File: src/rtl/fst_pkg.sv
// shared types and command codes of the frame sequence timer
package fst_pkg;

	localparam int CMD_W       = 3;
	localparam int DELTA_W     = 16;
	localparam int DUR_IN_W    = 16;
	localparam int FRAME_OUT_W = 4;

	localparam logic [CMD_W-1:0] CMD_TICK   = 3'd0;
	localparam logic [CMD_W-1:0] CMD_PAUSE  = 3'd1;
	localparam logic [CMD_W-1:0] CMD_RESUME = 3'd2;
	localparam logic [CMD_W-1:0] CMD_STOP   = 3'd3;
	localparam logic [CMD_W-1:0] CMD_RESET  = 3'd4;
	localparam logic [CMD_W-1:0] CMD_SKIP   = 3'd5;
	localparam logic [CMD_W-1:0] CMD_LOAD   = 3'd6;

	typedef logic [2:0] op_t;

	localparam op_t OP_NOP    = 3'd0;
	localparam op_t OP_TICK   = 3'd1;
	localparam op_t OP_PAUSE  = 3'd2;
	localparam op_t OP_RESUME = 3'd3;
	localparam op_t OP_STOP   = 3'd4;
	localparam op_t OP_RESET  = 3'd5;
	localparam op_t OP_SKIP   = 3'd6;
	localparam op_t OP_LOAD   = 3'd7;

	typedef struct packed {
		op_t                 op;
		logic [DELTA_W-1:0]  delta;
		logic                mirror;
		logic [DUR_IN_W-1:0] dur;
	} item_t;

	localparam int QUEUE_DEPTH = 2;
	localparam int QPTR_W      = 1;
	localparam int QCNT_W      = $clog2(QUEUE_DEPTH + 1);

endpackage

File: src/rtl/fst_front.sv
// input stage: accepts a transaction and decodes its command
module fst_front (
	input  logic                          clk,
	input  logic                          arst_n,
	input  logic                          in_valid,
	output logic                          in_stall,
	input  logic [fst_pkg::CMD_W-1:0]     command,
	input  logic [fst_pkg::DELTA_W-1:0]   delta_ms,
	input  logic                          mirror_request,
	input  logic [fst_pkg::DUR_IN_W-1:0]  frame_duration,
	output logic                          push_valid,
	output fst_pkg::item_t                push_item,
	input  logic                          push_full
);

	logic           valid_s1;
	fst_pkg::item_t item_s1;
	fst_pkg::op_t   op_dec;
	logic           take;

	assign in_stall   = valid_s1 && push_full;
	assign take       = in_valid && !in_stall;
	assign push_valid = valid_s1;
	assign push_item  = item_s1;

	always_comb begin
		unique case (command)
			fst_pkg::CMD_TICK:   op_dec = fst_pkg::OP_TICK;
			fst_pkg::CMD_PAUSE:  op_dec = fst_pkg::OP_PAUSE;
			fst_pkg::CMD_RESUME: op_dec = fst_pkg::OP_RESUME;
			fst_pkg::CMD_STOP:   op_dec = fst_pkg::OP_STOP;
			fst_pkg::CMD_RESET:  op_dec = fst_pkg::OP_RESET;
			fst_pkg::CMD_SKIP:   op_dec = fst_pkg::OP_SKIP;
			fst_pkg::CMD_LOAD:   op_dec = fst_pkg::OP_LOAD;
			default:             op_dec = fst_pkg::OP_NOP;
		endcase
	end

	always_ff @(posedge clk or negedge arst_n) begin
		if (!arst_n) begin
			valid_s1 <= 1'b0;
		end else if (take) begin
			valid_s1 <= 1'b1;
		end else if (!push_full) begin
			valid_s1 <= 1'b0;
		end
	end

	always_ff @(posedge clk) begin
		if (take) begin
			item_s1.op     <= op_dec;
			item_s1.delta  <= delta_ms;
			item_s1.mirror <= mirror_request;
			item_s1.dur    <= frame_duration;
		end
	end

endmodule

File: src/rtl/fst_queue.sv
// short queue of decoded commands between front and back
module fst_queue (
	input  logic           clk,
	input  logic           arst_n,
	input  logic           push_valid,
	input  fst_pkg::item_t push_item,
	output logic           push_full,
	output logic           pop_valid,
	output fst_pkg::item_t pop_item,
	input  logic           pop
);

	fst_pkg::item_t                   ent_q [fst_pkg::QUEUE_DEPTH];
	logic [fst_pkg::QPTR_W-1:0]       wr_ptr_q;
	logic [fst_pkg::QPTR_W-1:0]       rd_ptr_q;
	logic [fst_pkg::QCNT_W-1:0]       cnt_q;
	logic                             do_push;
	logic                             do_pop;

	assign push_full = (cnt_q == fst_pkg::QCNT_W'(fst_pkg::QUEUE_DEPTH));
	assign pop_valid = (cnt_q != '0);
	assign pop_item  = ent_q[rd_ptr_q];
	assign do_push   = push_valid && !push_full;
	assign do_pop    = pop && pop_valid;

	always_ff @(posedge clk or negedge arst_n) begin
		if (!arst_n) begin
			wr_ptr_q <= '0;
			rd_ptr_q <= '0;
			cnt_q    <= '0;
		end else begin
			if (do_push) begin
				wr_ptr_q <= wr_ptr_q + fst_pkg::QPTR_W'(1);
			end
			if (do_pop) begin
				rd_ptr_q <= rd_ptr_q + fst_pkg::QPTR_W'(1);
			end
			if (do_push && !do_pop) begin
				cnt_q <= cnt_q + fst_pkg::QCNT_W'(1);
			end else if (do_pop && !do_push) begin
				cnt_q <= cnt_q - fst_pkg::QCNT_W'(1);
			end
		end
	end

	always_ff @(posedge clk) begin
		if (do_push) begin
			ent_q[wr_ptr_q] <= push_item;
		end
	end

endmodule

File: src/rtl/fst_div.sv
// bit-serial remainder unit, one quotient bit per cycle
module fst_div #(
	parameter int N_W = 21,
	parameter int D_W = 20
) (
	input  logic           clk,
	input  logic           arst_n,
	input  logic           start,
	input  logic [N_W-1:0] num,
	input  logic [D_W-1:0] den,
	output logic           done,
	output logic [D_W-1:0] rem
);

	localparam int CNT_W = $clog2(N_W + 1);

	logic [N_W-1:0]   num_q;
	logic [D_W-1:0]   rem_q;
	logic [CNT_W-1:0] cnt_q;
	logic             done_q;
	logic [D_W:0]     trial;
	logic [D_W:0]     diff;

	assign trial = {rem_q, num_q[N_W-1]};
	assign diff  = trial - {1'b0, den};
	assign done  = done_q;
	assign rem   = rem_q;

	always_ff @(posedge clk or negedge arst_n) begin
		if (!arst_n) begin
			cnt_q  <= '0;
			done_q <= 1'b0;
		end else if (start) begin
			cnt_q  <= CNT_W'(N_W);
			done_q <= 1'b0;
		end else if (cnt_q != '0) begin
			cnt_q  <= cnt_q - CNT_W'(1);
			done_q <= (cnt_q == CNT_W'(1));
		end else begin
			done_q <= 1'b0;
		end
	end

	always_ff @(posedge clk) begin
		if (start) begin
			num_q <= num;
			rem_q <= '0;
		end else if (cnt_q != '0) begin
			num_q <= num_q << 1;
			rem_q <= diff[D_W] ? trial[D_W-1:0] : diff[D_W-1:0];
		end
	end

endmodule

File: src/rtl/fst_back.sv
// executor: duration table, playback state, frame walk and result register
module fst_back #(
	parameter int MAX_FRAMES    = 16,
	parameter int DURATION_BITS = 16
) (
	input  logic                             clk,
	input  logic                             arst_n,
	input  logic                             loop_enable,
	input  logic                             pop_valid,
	input  fst_pkg::item_t                   pop_item,
	output logic                             pop,
	output logic                             out_valid,
	input  logic                             out_stall,
	output logic [fst_pkg::FRAME_OUT_W-1:0]  frame_index,
	output logic                             done_flag,
	output logic                             paused_flag,
	output logic                             mirrored
);

	localparam int DW    = DURATION_BITS;
	localparam int IDX_W = (MAX_FRAMES > 1) ? $clog2(MAX_FRAMES) : 1;
	localparam int CNT_W = $clog2(MAX_FRAMES + 1);
	localparam int TOT_W = DW + CNT_W;
	localparam int SUM_W = ((TOT_W > fst_pkg::DELTA_W) ? TOT_W : fst_pkg::DELTA_W) + 1;

	localparam logic [2:0] ST_IDLE = 3'd0;
	localparam logic [2:0] ST_DIV  = 3'd1;
	localparam logic [2:0] ST_RD   = 3'd2;
	localparam logic [2:0] ST_EX   = 3'd3;
	localparam logic [2:0] ST_RES  = 3'd4;

	logic [2:0]       state_q;
	logic [CNT_W-1:0] fl_q;
	logic [TOT_W-1:0] total_q;
	logic [TOT_W-1:0] elapsed_q;
	logic [IDX_W-1:0] cur_q;
	logic             done_q;
	logic             paused_q;
	logic             mirror_q;
	logic             mirror_pend_q;
	logic             out_valid_q;

	logic [DW-1:0]    mem [MAX_FRAMES];
	logic [DW-1:0]    rd_q;

	logic [31:0]      dur_ext;
	logic [DW-1:0]    dur_w;
	logic             playing;
	logic             div_start;
	logic             div_done;
	logic [TOT_W-1:0] div_rem;
	logic [SUM_W-1:0] sum;
	logic [CNT_W-1:0] nxt;
	logic [TOT_W-1:0] rd_ext;
	logic             load_ok;
	logic             out_free;
	logic [31:0]      cur_ext;

	assign dur_ext   = 32'(pop_item.dur);
	assign dur_w     = dur_ext[DW-1:0];
	assign playing   = !paused_q && !done_q && (fl_q != '0) && (total_q != '0);
	assign pop       = (state_q == ST_IDLE) && pop_valid;
	assign div_start = pop && (pop_item.op == fst_pkg::OP_TICK) && playing;
	assign sum       = SUM_W'(elapsed_q) + SUM_W'(pop_item.delta);
	assign nxt       = CNT_W'(cur_q) + CNT_W'(1);
	assign rd_ext    = TOT_W'(rd_q);
	assign load_ok   = (fl_q != CNT_W'(MAX_FRAMES));
	assign out_free  = !out_valid_q || !out_stall;
	assign cur_ext   = 32'(cur_q);
	assign out_valid = out_valid_q;

	fst_div #(
		.N_W (SUM_W),
		.D_W (TOT_W)
	) u_div (
		.clk    (clk),
		.arst_n (arst_n),
		.start  (div_start),
		.num    (sum),
		.den    (total_q),
		.done   (div_done),
		.rem    (div_rem)
	);

	always_ff @(posedge clk or negedge arst_n) begin
		if (!arst_n) begin
			state_q       <= ST_IDLE;
			fl_q          <= '0;
			total_q       <= '0;
			elapsed_q     <= '0;
			cur_q         <= '0;
			done_q        <= 1'b0;
			paused_q      <= 1'b0;
			mirror_q      <= 1'b0;
			mirror_pend_q <= 1'b0;
		end else begin
			unique case (state_q)
				ST_IDLE: begin
					if (pop) begin
						state_q <= ST_RES;
						unique case (pop_item.op)
							fst_pkg::OP_TICK: begin
								if (playing) begin
									state_q       <= ST_DIV;
									mirror_pend_q <= pop_item.mirror;
									if (CNT_W'(cur_q) >= fl_q) begin
										cur_q <= '0;
									end
								end
							end
							fst_pkg::OP_PAUSE:  paused_q <= 1'b1;
							fst_pkg::OP_RESUME: paused_q <= 1'b0;
							fst_pkg::OP_STOP:   done_q   <= 1'b1;
							fst_pkg::OP_RESET: begin
								done_q    <= 1'b0;
								paused_q  <= 1'b0;
								cur_q     <= '0;
								elapsed_q <= '0;
							end
							fst_pkg::OP_SKIP: begin
								done_q <= 1'b1;
								cur_q  <= (fl_q != '0) ? IDX_W'(fl_q - CNT_W'(1)) : '0;
							end
							fst_pkg::OP_LOAD: begin
								if (load_ok) begin
									fl_q    <= fl_q + CNT_W'(1);
									total_q <= total_q + TOT_W'(dur_w);
								end
							end
							default: ;
						endcase
					end
				end
				ST_DIV: begin
					if (div_done) begin
						elapsed_q <= div_rem;
						state_q   <= ST_RD;
					end
				end
				ST_RD: begin
					state_q <= ST_EX;
				end
				ST_EX: begin
					if (elapsed_q < rd_ext) begin
						mirror_q <= mirror_pend_q;
						state_q  <= ST_RES;
					end else begin
						elapsed_q <= elapsed_q - rd_ext;
						if (nxt >= fl_q) begin
							if (loop_enable) begin
								cur_q   <= '0;
								state_q <= ST_RD;
							end else begin
								done_q   <= 1'b1;
								cur_q    <= IDX_W'(fl_q - CNT_W'(1));
								mirror_q <= mirror_pend_q;
								state_q  <= ST_RES;
							end
						end else begin
							cur_q   <= IDX_W'(nxt);
							state_q <= ST_RD;
						end
					end
				end
				ST_RES: begin
					if (out_free) begin
						state_q <= ST_IDLE;
					end
				end
				default: state_q <= ST_IDLE;
			endcase
		end
	end

	// duration table, one write and one registered read port
	always_ff @(posedge clk) begin
		if (pop && (pop_item.op == fst_pkg::OP_LOAD) && load_ok) begin
			mem[fl_q[IDX_W-1:0]] <= dur_w;
		end
		rd_q <= mem[cur_q];
	end

	always_ff @(posedge clk or negedge arst_n) begin
		if (!arst_n) begin
			out_valid_q <= 1'b0;
		end else if ((state_q == ST_RES) && out_free) begin
			out_valid_q <= 1'b1;
		end else if (!out_stall) begin
			out_valid_q <= 1'b0;
		end
	end

	always_ff @(posedge clk) begin
		if ((state_q == ST_RES) && out_free) begin
			frame_index <= cur_ext[fst_pkg::FRAME_OUT_W-1:0];
			done_flag   <= done_q;
			paused_flag <= paused_q;
			mirrored    <= mirror_q;
		end
	end

endmodule

File: src/rtl/frame_sequence_timer.sv
// frame sequence timer top level: input stage, command queue and executor
//
// Input channel (in_valid/in_stall) carries one command per transaction:
// tick with delta_ms and mirror_request, pause, resume, stop, reset, skip,
// or load with frame_duration. Every command gives exactly one result
// transaction on the output channel (out_valid/out_stall) with the frame
// index, done, paused and mirror flags as they stand after the command.
// A played tick also runs a bit-serial remainder of (elapsed + delta) by
// the duration total, one dividend bit per cycle (22 bits at default
// sizes), then walks the frames, a read state and an examine state each,
// since the duration table has one registered read port; the walk
// examines 1 to MAX_FRAMES frames. One command at a time: the executor
// takes the next only back in idle; up to three more wait in the input
// stage and the queue. Reset clears all playback state, the frame count
// and the total; the duration table is not cleared and is only read below
// the frame count. A stalled result holds its payload; the executor then
// waits before taking the next command, and the input stalls once the
// queue fills. loop_enable is written through cfg_write/cfg_data; the user
// must do so only while the block is idle: the block does not enforce it.
module frame_sequence_timer #(
	parameter int MAX_FRAMES    = 16,
	parameter int DURATION_BITS = 16
) (
	input  logic                             clk,
	input  logic                             arst_n,
	input  logic                             cfg_write,
	input  logic                             cfg_data,
	input  logic                             in_valid,
	output logic                             in_stall,
	input  logic [fst_pkg::CMD_W-1:0]        command,
	input  logic [fst_pkg::DELTA_W-1:0]      delta_ms,
	input  logic                             mirror_request,
	input  logic [fst_pkg::DUR_IN_W-1:0]     frame_duration,
	output logic                             out_valid,
	input  logic                             out_stall,
	output logic [fst_pkg::FRAME_OUT_W-1:0]  frame_index,
	output logic                             done_flag,
	output logic                             paused_flag,
	output logic                             mirrored
);

	logic           loop_q;
	logic           push_valid;
	fst_pkg::item_t push_item;
	logic           push_full;
	logic           pop_valid;
	fst_pkg::item_t pop_item;
	logic           pop;

	always_ff @(posedge clk or negedge arst_n) begin
		if (!arst_n) begin
			loop_q <= 1'b0;
		end else if (cfg_write) begin
			loop_q <= cfg_data;
		end
	end

	fst_front u_front (
		.clk            (clk),
		.arst_n         (arst_n),
		.in_valid       (in_valid),
		.in_stall       (in_stall),
		.command        (command),
		.delta_ms       (delta_ms),
		.mirror_request (mirror_request),
		.frame_duration (frame_duration),
		.push_valid     (push_valid),
		.push_item      (push_item),
		.push_full      (push_full)
	);

	fst_queue u_queue (
		.clk        (clk),
		.arst_n     (arst_n),
		.push_valid (push_valid),
		.push_item  (push_item),
		.push_full  (push_full),
		.pop_valid  (pop_valid),
		.pop_item   (pop_item),
		.pop        (pop)
	);

	fst_back #(
		.MAX_FRAMES    (MAX_FRAMES),
		.DURATION_BITS (DURATION_BITS)
	) u_back (
		.clk         (clk),
		.arst_n      (arst_n),
		.loop_enable (loop_q),
		.pop_valid   (pop_valid),
		.pop_item    (pop_item),
		.pop         (pop),
		.out_valid   (out_valid),
		.out_stall   (out_stall),
		.frame_index (frame_index),
		.done_flag   (done_flag),
		.paused_flag (paused_flag),
		.mirrored    (mirrored)
	);

endmodule
File: config.mk
export PLATFORM = sky130hd
export DESIGN_NAME = frame_sequence_timer
export DESIGN_NICKNAME = d
export VERILOG_FILES = /design/src/rtl/fst_pkg.sv /design/src/rtl/fst_front.sv /design/src/rtl/fst_queue.sv /design/src/rtl/fst_div.sv /design/src/rtl/fst_back.sv /design/src/rtl/frame_sequence_timer.sv
export SDC_FILE = /design/constraint.sdc
export NUM_CORES = 1
export LEC_CHECK = 0
export BUFFER_PORTS_ARGS = -buffer_cell sky130_fd_sc_hd__buf_2
export CAP_MARGIN = 20
export CELL_PAD_IN_SITES_DETAIL_PLACEMENT = 1
export CELL_PAD_IN_SITES_GLOBAL_PLACEMENT = 2
export CORE_ASPECT_RATIO = 1.4
export CORE_UTILIZATION = 46
export CTS_CLUSTER_DIAMETER = 50
export CTS_CLUSTER_SIZE = 24
export DETAILED_ROUTE_END_ITERATION = 8
export PLACE_DENSITY_LB_ADDON = 0.05
export RECOVER_POWER = 25
export SLEW_MARGIN = 20
export SYNTH_ARGS = -nofsm -noshare
export SYNTH_HDL_FRONTEND = slang
export SYNTH_HIERARCHICAL = 1
export SYNTH_SLANG_ARGS = --single-unit
File: constraint.sdc
create_clock -name clk -period 4.6 [get_ports clk]
set_clock_uncertainty 0.05 [all_clocks]
set_input_delay 0.46 -clock clk [delete_from_list [all_inputs] [get_ports clk]]
set_output_delay 0.46 -clock clk [all_outputs]
set_load 0.05 [all_outputs]
# Word level (Yosys, flattened, before mapping)
# Memory sizes are Yosys's and may differ from the RTL's. A register that Yosys moved wholly into a read port is not among the register bits.
# Cells that the tools add are included.
# classes
n_addsub	12
order_cmp	3
muxes	51
n_reduce_logical	46
eq_ne	34
# ops
op	count
two-way mux 21 bit	5
one-hot mux 21 bit (3 select lines)	1
two-way mux 22 bit	2
two-way mux 4 bit	7
== test 3 bit, second input constant	8
two-way mux 3 bit	8
adder 21 x 16 -> 22 bit	1
subtractor 22 x 21 -> 22 bit	1
adder 21 x 16 -> 21 bit	1
less-than comparator 21 x 16 -> 1 bit	1
one-hot mux 3 bit (7 select lines)	1
nonzero test 21 bit	1
subtractor 21 x 16 -> 21 bit	1
== test 3 x 2 -> 1 bit, second input constant	6
two-way mux 1 bit	17
logical AND 1 bit	15
one-hot mux 3 bit (5 select lines)	1
one-hot mux 4 bit (3 select lines)	1
AND reduction 6 bit	2
nonzero test 2 bit	6
two-way mux 5 bit	2
!= test 2 x 1 -> 1 bit, second input constant	5
!= test 2 bit, second input constant	5
nonzero test 5 bit	2
27 further kinds	46
# word_totals
inputBits	42
ff_bits	157
elab_cells	175
mem_bits_rw	328
mem_count	2
out_inout_bits	9
# memory_table
name	words	word_bits	read_ports	rd_clocked_by_memory_dff	write_ports	line	source
u_back.mem	16	16	1	1	1	fst_back.sv:43	logic [DW-1:0] mem [MAX_FRAMES];
u_queue.ent_q	2	36	1	0	1	fst_queue.sv:13	fst_pkg::item_t ent_q [fst_pkg::QUEUE_DEPTH];

# Longest topological paths before layout
# Gate-level depths: netlist (run 1).
# depth
word_depth	8
mapped_depth	14
mapped_depth_nobuf	12

# Hierarchy
# Netlist (run 1), hierarchy kept.
# by_module_without_submodules
module	area_each_um2	n_inst	cells_each
fst_back	15678.8	1	1068
fst_div	3394.5	1	357
fst_queue	2947.8	1	131
fst_front	1154.9	1	44
frame_sequence_timer	40.0	1	2

# Worst setup path before layout (run 1)
# OpenSTA, ideal clock, no wires.
# synth_path
kind	reg-to-reg
startpoint	reg u_back.state_q[1]
endpoint	mem u_back/mem[1][0] in the netlist's numbering (enable)
synth_period_minus_slack_ps	3566
t_arrival_ps	3107
required_time_ps	4141
path_slack_ps	1034
path_buffers	3
stages_incl_launch_ff	10
cell_sequence	dfrtp_1 -> clkbuf_1 -> nor3_1 -> nand2_1 -> inv_2 -> and3_1 -> clkbuf_1 -> clkbuf_1 -> nand2_1 -> nor3_1
# synth_via
elab_chain_cells	6
# synth_lines
item	line	source
start, declared	fst_back.sv:32	logic [2:0] state_q;
start signal, assigned	fst_back.sv:87	state_q <= ST_IDLE;
start signal, assigned	fst_back.sv:100	state_q <= ST_RES;
start signal, assigned	fst_back.sv:104	state_q <= ST_DIV;
zero test 3 bit	fst_back.sv:62	assign pop = (state_q == ST_IDLE) && pop_valid;
logical AND 1 bit	fst_back.sv:62	
named net pop	frame_sequence_timer.sv:48	logic pop;
logical AND 1 bit (2 in series)	fst_back.sv:177	if (pop && (pop_item.op == fst_pkg::OP_LOAD) && load_ok) begin
two-way mux 1 bit	fst_back.sv:177	
two-way mux 1 bit (not written as such)	fst_back.sv:178	mem[fl_q[IDX_W-1:0]] <= dur_w;
end, declared	fst_back.sv:43	
# The timed path passes the listed nets, and every way through them passes these cells.

==> impl_metrics.csv, run 1 <==
group,metric,value,unit
clock_network,htree_levels,2,
global_routing,grt_max_degree,67,
worst_setup_path,crit_type,"reg -> reg",
floorplan,initial_core_util,46.5,%
logic_synthesis,ys_seq_area_share,61.7,%
run,drv_cap,1,
logic_synthesis,synth_edf_count,393,
global_routing,grt_first_pass_wirelength,89800,um
worst_setup_path,critPathArrivalTime,4.28,ns
logic_synthesis,synthAdderAreaFrac,5.03,%
timing,fin_crit_sh,83.8,%
run_status,status,"finished, violations left",
detailed_routing,initialDrtViolationCount,652,
worst_setup_path,rrSetupSlack,0.74,ns
timing,fmax,259,MHz
finish,n_fill_cell,4805,
logic_synthesis,synth-simple-area-share,7.09,%
finish,final_nets,1840,
power_and_ir_drop,power.density,684,mW/mm^2
finish,areaGrowthSynthToFinish,12.6,%
detailed_routing,via_count,13600,
worst_setup_path,critPathLaunchType,"flip-flop",
logic_synthesis,syn_inst,1602,
global_routing,grt_overflow,0,
timing,rsz0062_at_grt,"no",
floorplan,coreArea,0.0499,mm^2
global_routing,antenna_found_initial,0,
timing,max_slew_margin,-96.3,%
detailed_routing,wire_per_inst,24.8,um
clock_network,clk_pin_slew_worst_paths,0.08,ns
timing,tns,0,ns
worst_hold_path,hold_path_class,"in -> reg",
logic_synthesis,synth-compound-area-share,8.84,%
placed_design,gp_congestion,0.864,
power_and_ir_drop,power.leakage,9.58,nW
timing,fin_crit,3.86,ns
logic_synthesis,netlist_area,0.0232,mm^2
clock_network,tritoncts,"built",
finish,antenna_cells,0,
finish,final_layout_size_suffix_gt1_share,19.4,%
power_and_ir_drop,peakVddDrop,0.518,mV
floorplan,die_x,192,um
detailed_routing,dr.pass1.iters,5,
floorplan,io_pins,51,
clock_network,clock_latency,0.59,ns
floorplan,fp.dieH,268,um
clock_network,cts_sinks,501,
global_routing,grt.total_usage,23.9,%
clock_network,cts_buffers,42,
logic_synthesis,synthArstFlopShare,14.2,%
logic_synthesis,syn-num-nets,1735,
logic_synthesis,ys_ff_latch,501,
clock_network,clock_path_buffers,3,
detailed_routing,vias_per_cell,5.72,
placed_design,hpwlAfterDp,41300,um
finish,fin_util,52.4,%
timing,drv_slew,47,
logic_synthesis,muxShareOfSynthArea,11.9,%
placed_design,io_buffers,50,
worst_setup_path,end_kind,"flip-flop",
detailed_routing,ant_nets,0,
global_routing,grt_pass1_vias,14800,
logic_synthesis,synth_top_family_by_area,"multiplexers",
detailed_routing,drc,0,
clock_network,root_buffer,"clkbuf_16",
timing,hold_viol,0,
floorplan,dieArea,0.0514,mm^2
worst_setup_path,critPathRequiredTime,5.02,ns
power_and_ir_drop,power,0.0179,W
timing,setup-violations-final,0,
logic_synthesis,yosys_warnings,6,
logic_synthesis,yosys.area_share.xor_xnor,2.79,%
run_status,violations,"capacitance limit, slew limit",
clock_network,post_cts_buffers,0,
worst_setup_path,cp_max_fo,17,
timing,tightest_slew,2.94,ns
logic_synthesis,syn_avg_cell_area,14.5,um^2
detailed_routing,wirelength,59000,um
floorplan,num_rows,97,
logic_synthesis,synth_cell_types,88,
logic_synthesis,synth-main-ff-cell,"edfxtp_1",
routing by layer:
| metal | global-route usage (%) | routed length (um) |
|---|---|---|
| met5 | 0 | 0 |
| met4 | 7.36 | 1780 |
| met3 | 2.70 | 1610 |
| met2 | 45.4 | 32300 |
| met1 | 27.9 | 23300 |
layout make-up:
type | count | area, um^2 | area share, %
multi-input combinational | 961 | 8310 | 31.8
sequential | 501 | 14300 | 54.8
inverter | 73 | 274 | 1.05
clock inverter | 26 | 362 | 1.38
tap | 643 | 805 | 3.08
clock buffer | 50 | 1120 | 4.29
timing repair buffer | 128 | 941 | 3.60
what timing repair did:
item | CTS | global route
hold buffers | 34 | 0
gates resized for setup | 0 | 0
endpoints found under the hold margin | 78 | 0
through the flow:
| stage | cells | setup slack (ns) | area (um^2) | hold slack, ns |
|---|---|---|---|---|
| floorplan | 1602 | 1.03 | 23200 | 0.114 |
| finish | 2382 | 0.744 | 26100 | 0.0921 |
| CTS | 2381 | 0.989 | 26100 | 0.0377 |
| global placement | 2271 | 1.08 | 24300 | 0.375 |
| global route | 2382 | 0.433 | 26100 | 0.0725 |
| detailed placement | 2271 | 1.06 | 24300 | 0.384 |
placed cells by master, fill, tap and decap left out, drive strengths merged, types with 16 or more instances in the layout:
master / instances
nand2b: 16
inv: 86
dlygate4sd3: 34
a211oi: 25
dfxtp: 37
nor3: 18
nand3: 17
nand2: 101
clkbuf: 57
xor2: 31
nor2: 95
xnor2: 43
dfrtp: 71
mux4: 80
a21o: 21
ha: 87
o21ai: 72
edfxtp: 393
a21oi: 68
buf: 87
mux2: 61
flip-flops by register name (all words and copies together), names as in the netlist, 4 cells and up:
signal,count
u_back/u_div/num_q,22
u_back/frame_index,4
u_back/total_q,21
u_front/push_item,36
u_back/fl_q,5
u_back/u_div/cnt_q,5
u_back/cur_q,4
u_back/rd_q,16
u_queue/ent_q,72
u_back/mem,256
u_back/elapsed_q,21
u_back/u_div/rem,21
final timing paths:
check	endpoint	depth (start not counted)	from
max in group asynchronous	u_back/cur_q[0]	3	arst_n
hold / removal	u_back/out_valid	3	out_stall
setup reg to reg	u_back/total_q[20]	9	u_queue/rd_ptr_q
setup / recovery	u_back/total_q[20]	9	u_queue/rd_ptr_q
hold reg to reg	u_queue/ent_q[0][3]	0	u_front/push_item[3]
min in group asynchronous	u_queue/rd_ptr_q	2	arst_n
cells by family after synthesis:
family	after synthesis
flops	501
simple gates	333
compound gates	307
mux	156
buf+inv	140
fa+ha+maj	91
xor+xnor	74
report_power, final:
part / total, W / internal [W] / switching, W
logic: 0.00712 / 0.00295 / 0.00417
registers: 0.00695 / 0.00617 / 0.000782
clock network: 0.00382 / 0.00202 / 0.00180
synthesized netlist by cell type, drive strengths merged (7+ instances only):
cell / number / area (um^2)
nor2b: 15 / 93.8
dfrtp: 71 / 1780
mux2i: 15 / 150
a21o: 21 / 158
a22oi: 15 / 113
or3: 7 / 43.8
a211oi: 25 / 193
nand3: 17 / 85.1
dfxtp: 37 / 741
o211ai: 8 / 60.1
a21oi: 68 / 344
nor4: 8 / 56.3
inv: 73 / 274
nor2: 95 / 357
and3: 9 / 61.3
nor3: 18 / 90.1
clkbuf: 48 / 180
and2: 9 / 58.8
nand2b: 16 / 108
o21a: 15 / 113
edfxtp: 393 / 11800
buf: 19 / 176
mux4: 80 / 1800
xor2: 31 / 272
o21ai: 72 / 360
mux2: 61 / 800
o31ai: 8 / 60.1
xnor2: 43 / 377
ha: 87 / 1090
nand2: 101 / 382
a31oi: 13 / 81.3
worst max-delay path, stage by stage, from the launching register on:
cell	delay, ns
dfrtp_1	0.87
mux2_1	0.67
ha_1	0.48
nor2b_1	0.19
o31a_1	0.18
o22ai_1	0.14
a31oi_1	0.39
a21oi_1	0.20
nor4_1	0.38
xor2_1	0.17
(Power assumes the default switching activity.)
==> inputs of run 2 (changes only) <==
--- a/config.mk
+++ b/config.mk
@@ -5,12 +5,13 @@
 export SDC_FILE = /design/constraint.sdc
 export NUM_CORES = 1
 export LEC_CHECK = 0
+export ABC_AREA = 1
 export BUFFER_PORTS_ARGS = -buffer_cell sky130_fd_sc_hd__buf_2
 export CAP_MARGIN = 20
 export CELL_PAD_IN_SITES_DETAIL_PLACEMENT = 1
 export CELL_PAD_IN_SITES_GLOBAL_PLACEMENT = 2
 export CORE_ASPECT_RATIO = 1.4
-export CORE_UTILIZATION = 46
+export CORE_UTILIZATION = 37
 export CTS_CLUSTER_DIAMETER = 50
 export CTS_CLUSTER_SIZE = 24
 export DETAILED_ROUTE_END_ITERATION = 8
==> constraint.sdc (replaced) <==
create_clock -name clk -period 3.5 [get_ports clk]
set_clock_uncertainty 0.05 [all_clocks]
set_input_delay 0.35 -clock clk [delete_from_list [all_inputs] [get_ports clk]]
set_output_delay 0.35 -clock clk [all_outputs]
set_load 0.05 [all_outputs]
==> impl_metrics.csv, run 2 <==
group,metric,value,unit
power_and_ir_drop,p_sw,0.00386,W
power_and_ir_drop,power,0.0139,W
global_routing,grt_max_degree,84,
worst_hold_path,hold-path-endpoint,"u_front/push_item[34]",
detailed_routing,wl_met2,42200,um
floorplan,die_x,222,um
placed_design,io_buffers,50,
detailed_routing,wire_per_inst,21.4,um
logic_synthesis,synth_area_leaders,"edfxtp_1 (47%), nand2_1 (11%), dfrtp_1 (7.1%), ha_1 (4.4%), inv_1 (4.0%)",
timing,fin_crit,3.09,ns
global_routing,grt_pass1_vias,19600,
logic_synthesis,synth_commonest_cells,"nand2_1 (745), edfxtp_1 (393), inv_1 (267)",
power_and_ir_drop,power.share.clock,39.1,%
logic_synthesis,syn-num-nets,2755,
timing,hold_viol,0,
timing,drv_slew,20,
floorplan,coreArea,0.0667,mm^2
detailed_routing,wl_met1,31600,um
worst_setup_path,critPathArrivalTime,3.53,ns
detailed_routing,vias_per_cell,5.13,
logic_synthesis,synth_top_cell_by_area,"edfxtp_1",
detailed_routing,wirelength,77700,um
floorplan,initial_core_util,37.4,%
timing,fmax,324,MHz
logic_synthesis,yosys_warnings,6,
clock_network,tritoncts,"built",
clock_network,clock_latency,0.62,ns
power_and_ir_drop,p_sw_share,27.7,%
logic_synthesis,ys_seq_area_share,57.3,%
floorplan,io_pins,51,
logic_synthesis,syn_avg_cell_area,9.52,um^2
finish,final_layout_size_suffix_gt1_share,9.15,%
global_routing,grt.total_usage,23.0,%
power_and_ir_drop,seq_power_share,51.1,%
placed_design,pre_cts_ws,0.448,ns
finish,final_nets,2872,
floorplan,fp.dieH,309,um
clock_network,htree_levels,2,
clock_network,clk_pin_slew_worst_paths,0.08,ns
logic_synthesis,syn_inst,2622,
logic_synthesis,ys_ff_latch,501,
worst_setup_path,critPathRequiredTime,3.95,ns
floorplan,num_rows,112,
detailed_routing,via_count,18600,
clock_network,cts_buffers,46,
timing,max_slew_margin,-11.5,%
detailed_routing,ant_nets,0,
placed_design,placedCellCount,3503,
floorplan,dieArea,0.0685,mm^2
placed_design,hpwlAfterDp,55600,um
timing,setup-violations-final,0,
worst_setup_path,critPathLaunchType,"flip-flop",
logic_synthesis,synth_edf_count,393,
clock_network,root_buffer,"clkbuf_16",
logic_synthesis,synthArstFlopShare,14.2,%
global_routing,antenna_found_initial,3,
worst_setup_path,rrSetupSlack,0.41,ns
detailed_routing,top_layer,"met4",
placed_design,gp_congestion,0.867,
detailed_routing,wl_met3,1870,um
finish,finalInstanceArea,0.0285,mm^2
logic_synthesis,synth-main-ff-cell,"edfxtp_1",
worst_hold_path,hold_path_class,"in -> reg",
clock_network,clock_path_buffers,3,
timing,rsz0062_at_grt,"no",
worst_setup_path,r2r-start,"u_back/cur_q[3]",
run,drv_cap,1,
detailed_routing,drc,0,
finish,largest_reg_flops,256,
power_and_ir_drop,comb_power_share,9.9,%
timing,tns,0,ns
worst_hold_path,min_path_cells,3,
timing,fin_crit_sh,88.2,%
detailed_routing,dr.pass1.iters,5,
finish,stdcell_count,3632,
worst_setup_path,crit_type,"reg -> reg",
detailed_routing,initialDrtViolationCount,888,
finish,final_cell_mix,"nand2_1 (746), edfxtp_1 (393), inv_1 (267), nor2_1 (235), nand3_1 (164)",
worst_hold_path,worstHoldStart,"command[1]",
clock_network,cts_sinks,501,
run_status,status,"finished, violations left",
worst_setup_path,rr_worst_depth,11,
timing,worst_slack,0.413,ns
logic_synthesis,synth_most_common_cell,"nand2_1",
timing,tightest_slew,1.67,ns
logic_synthesis,yosys.area.top_type_share,47.3,%
logic_synthesis,synth_cell_types,54,
power_and_ir_drop,power.density,490,mW/mm^2
finish,areaGrowthSynthToFinish,14.0,%
global_routing,grt_first_pass_wirelength,119000,um
power_and_ir_drop,power.leakage,11.9,nW
global_routing,grt_overflow,0,
worst_setup_path,cp_max_fo,19,
worst_setup_path,reg2reg_to,"u_back/cur_q[3]",
clock_network,cts_resized,0,
placed_design,place_area,0.0264,mm^2
finish,antenna_cells,0,
logic_synthesis,netlist_area,0.0250,mm^2
worst_setup_path,end_kind,"flip-flop",
run_status,violations,"capacitance limit, slew limit",
finish,final_common_cell,"nand2_1",
power_and_ir_drop,peakVddDrop,0.473,mV
power_and_ir_drop,power.internal,0.0101,W
-- run 2: changes by cell type after synthesis, sizes merged, moves of 17 or more --
cell and delta:
mux2i +31, a21o -17, o221ai +43, a211oi -25
xnor2 -28, o21ai +74, mux2 -61, nand2 +656
nor2 +164, mux4 -80, nand3 +151, inv +200
buf +27
-- run 2: repair_timing --
action	4_1_cts	5_1_grt
endpoints found under the setup margin	0	0
buffers inserted	0	0
hold buffers	42	0
endpoints found under the hold margin	78	0
-- run 2: cell families (layout without fill, tap and decap cells) --
kind of cell	Yosys count	after routing	share of synthesized area, %
adders and majority gates	91	91	4.68
AOI/OAI and AO/OA	321	321	7.73
xor gates and xnor gates	44	44	1.54
buffers and inverters	363	518	6.02
muxes	46	46	1.84
DFF	501	501	57.3
and+or+nand+nor	1256	1256	20.8
-- run 2: how the worst max path moves through the flow --
| stage | from | endpoint | slack [ns] | cells after the start |
|---|---|---|---|---|
| CTS | u_queue/rd_ptr_q | u_back/total_q[20] | 0.40 | 14 |
| finish | u_back/cur_q[3] | u_back/cur_q[3] | 0.41 | 11 |
| floorplan | u_queue/cnt_q[1] | u_front/push_item[0] | 0.60 | 5 |
| global placement | u_queue/rd_ptr_q | u_back/total_q[20] | 0.48 | 14 |
| global route | u_queue/rd_ptr_q | u_back/total_q[20] | 0.17 | 14 |
| detailed placement | u_queue/rd_ptr_q | u_back/total_q[20] | 0.45 | 14 |
-- run 2: area by class of cell --
cell class	count	area [um^2]
multi-input combinational	1758	9200
inverter	275	1030
clock inverter	38	473
fill	7517	38200
clock buffer	48	1180
timing repair buffer	157	1180
tap	855	1070
sequential	501	14300
-- run 2: routing by layer --
metal,global-route usage (%),vias up
met2,44.5,199
met1,26.5,9252
met4,6.90,0
met3,2.45,94
met5,0,-
li1,-,9089
-- run 2: through the flow --
step                      utilization (%)  hold slack (ns)
after floorplan                         -          0.00441
final                                42.7           0.0544
after global placement               39.6            0.378
after detailed placement             39.6            0.384
after global routing                 42.7           0.0438
after CTS                            42.7           0.0150
-- run 2: worst max-delay path, cell delays in order, from the launching register on --
cell and delay [ns]:
dfrtp_1 0.36, clkbuf_1 1.21, ha_1 0.29, inv_1 0.05
nor2_1 0.11, nand4_1 0.09, nand4_1 0.10, o21ai_0 0.08
nor2_1 0.28, nand2_1 0.17, nand2_1 0.09, nand2_1 0.08
-- run 2: power by group through the flow --
stage	sequential [W]	combinational [W]	clock [W]
floorplan	0.00723	0.000730	0
global placement	0.00725	0.00131	0
detailed placement	0.00726	0.00136	0
CTS	0.00713	0.00140	0.00563
global route	0.00715	0.00153	0.00580
finish	0.00712	0.00138	0.00545
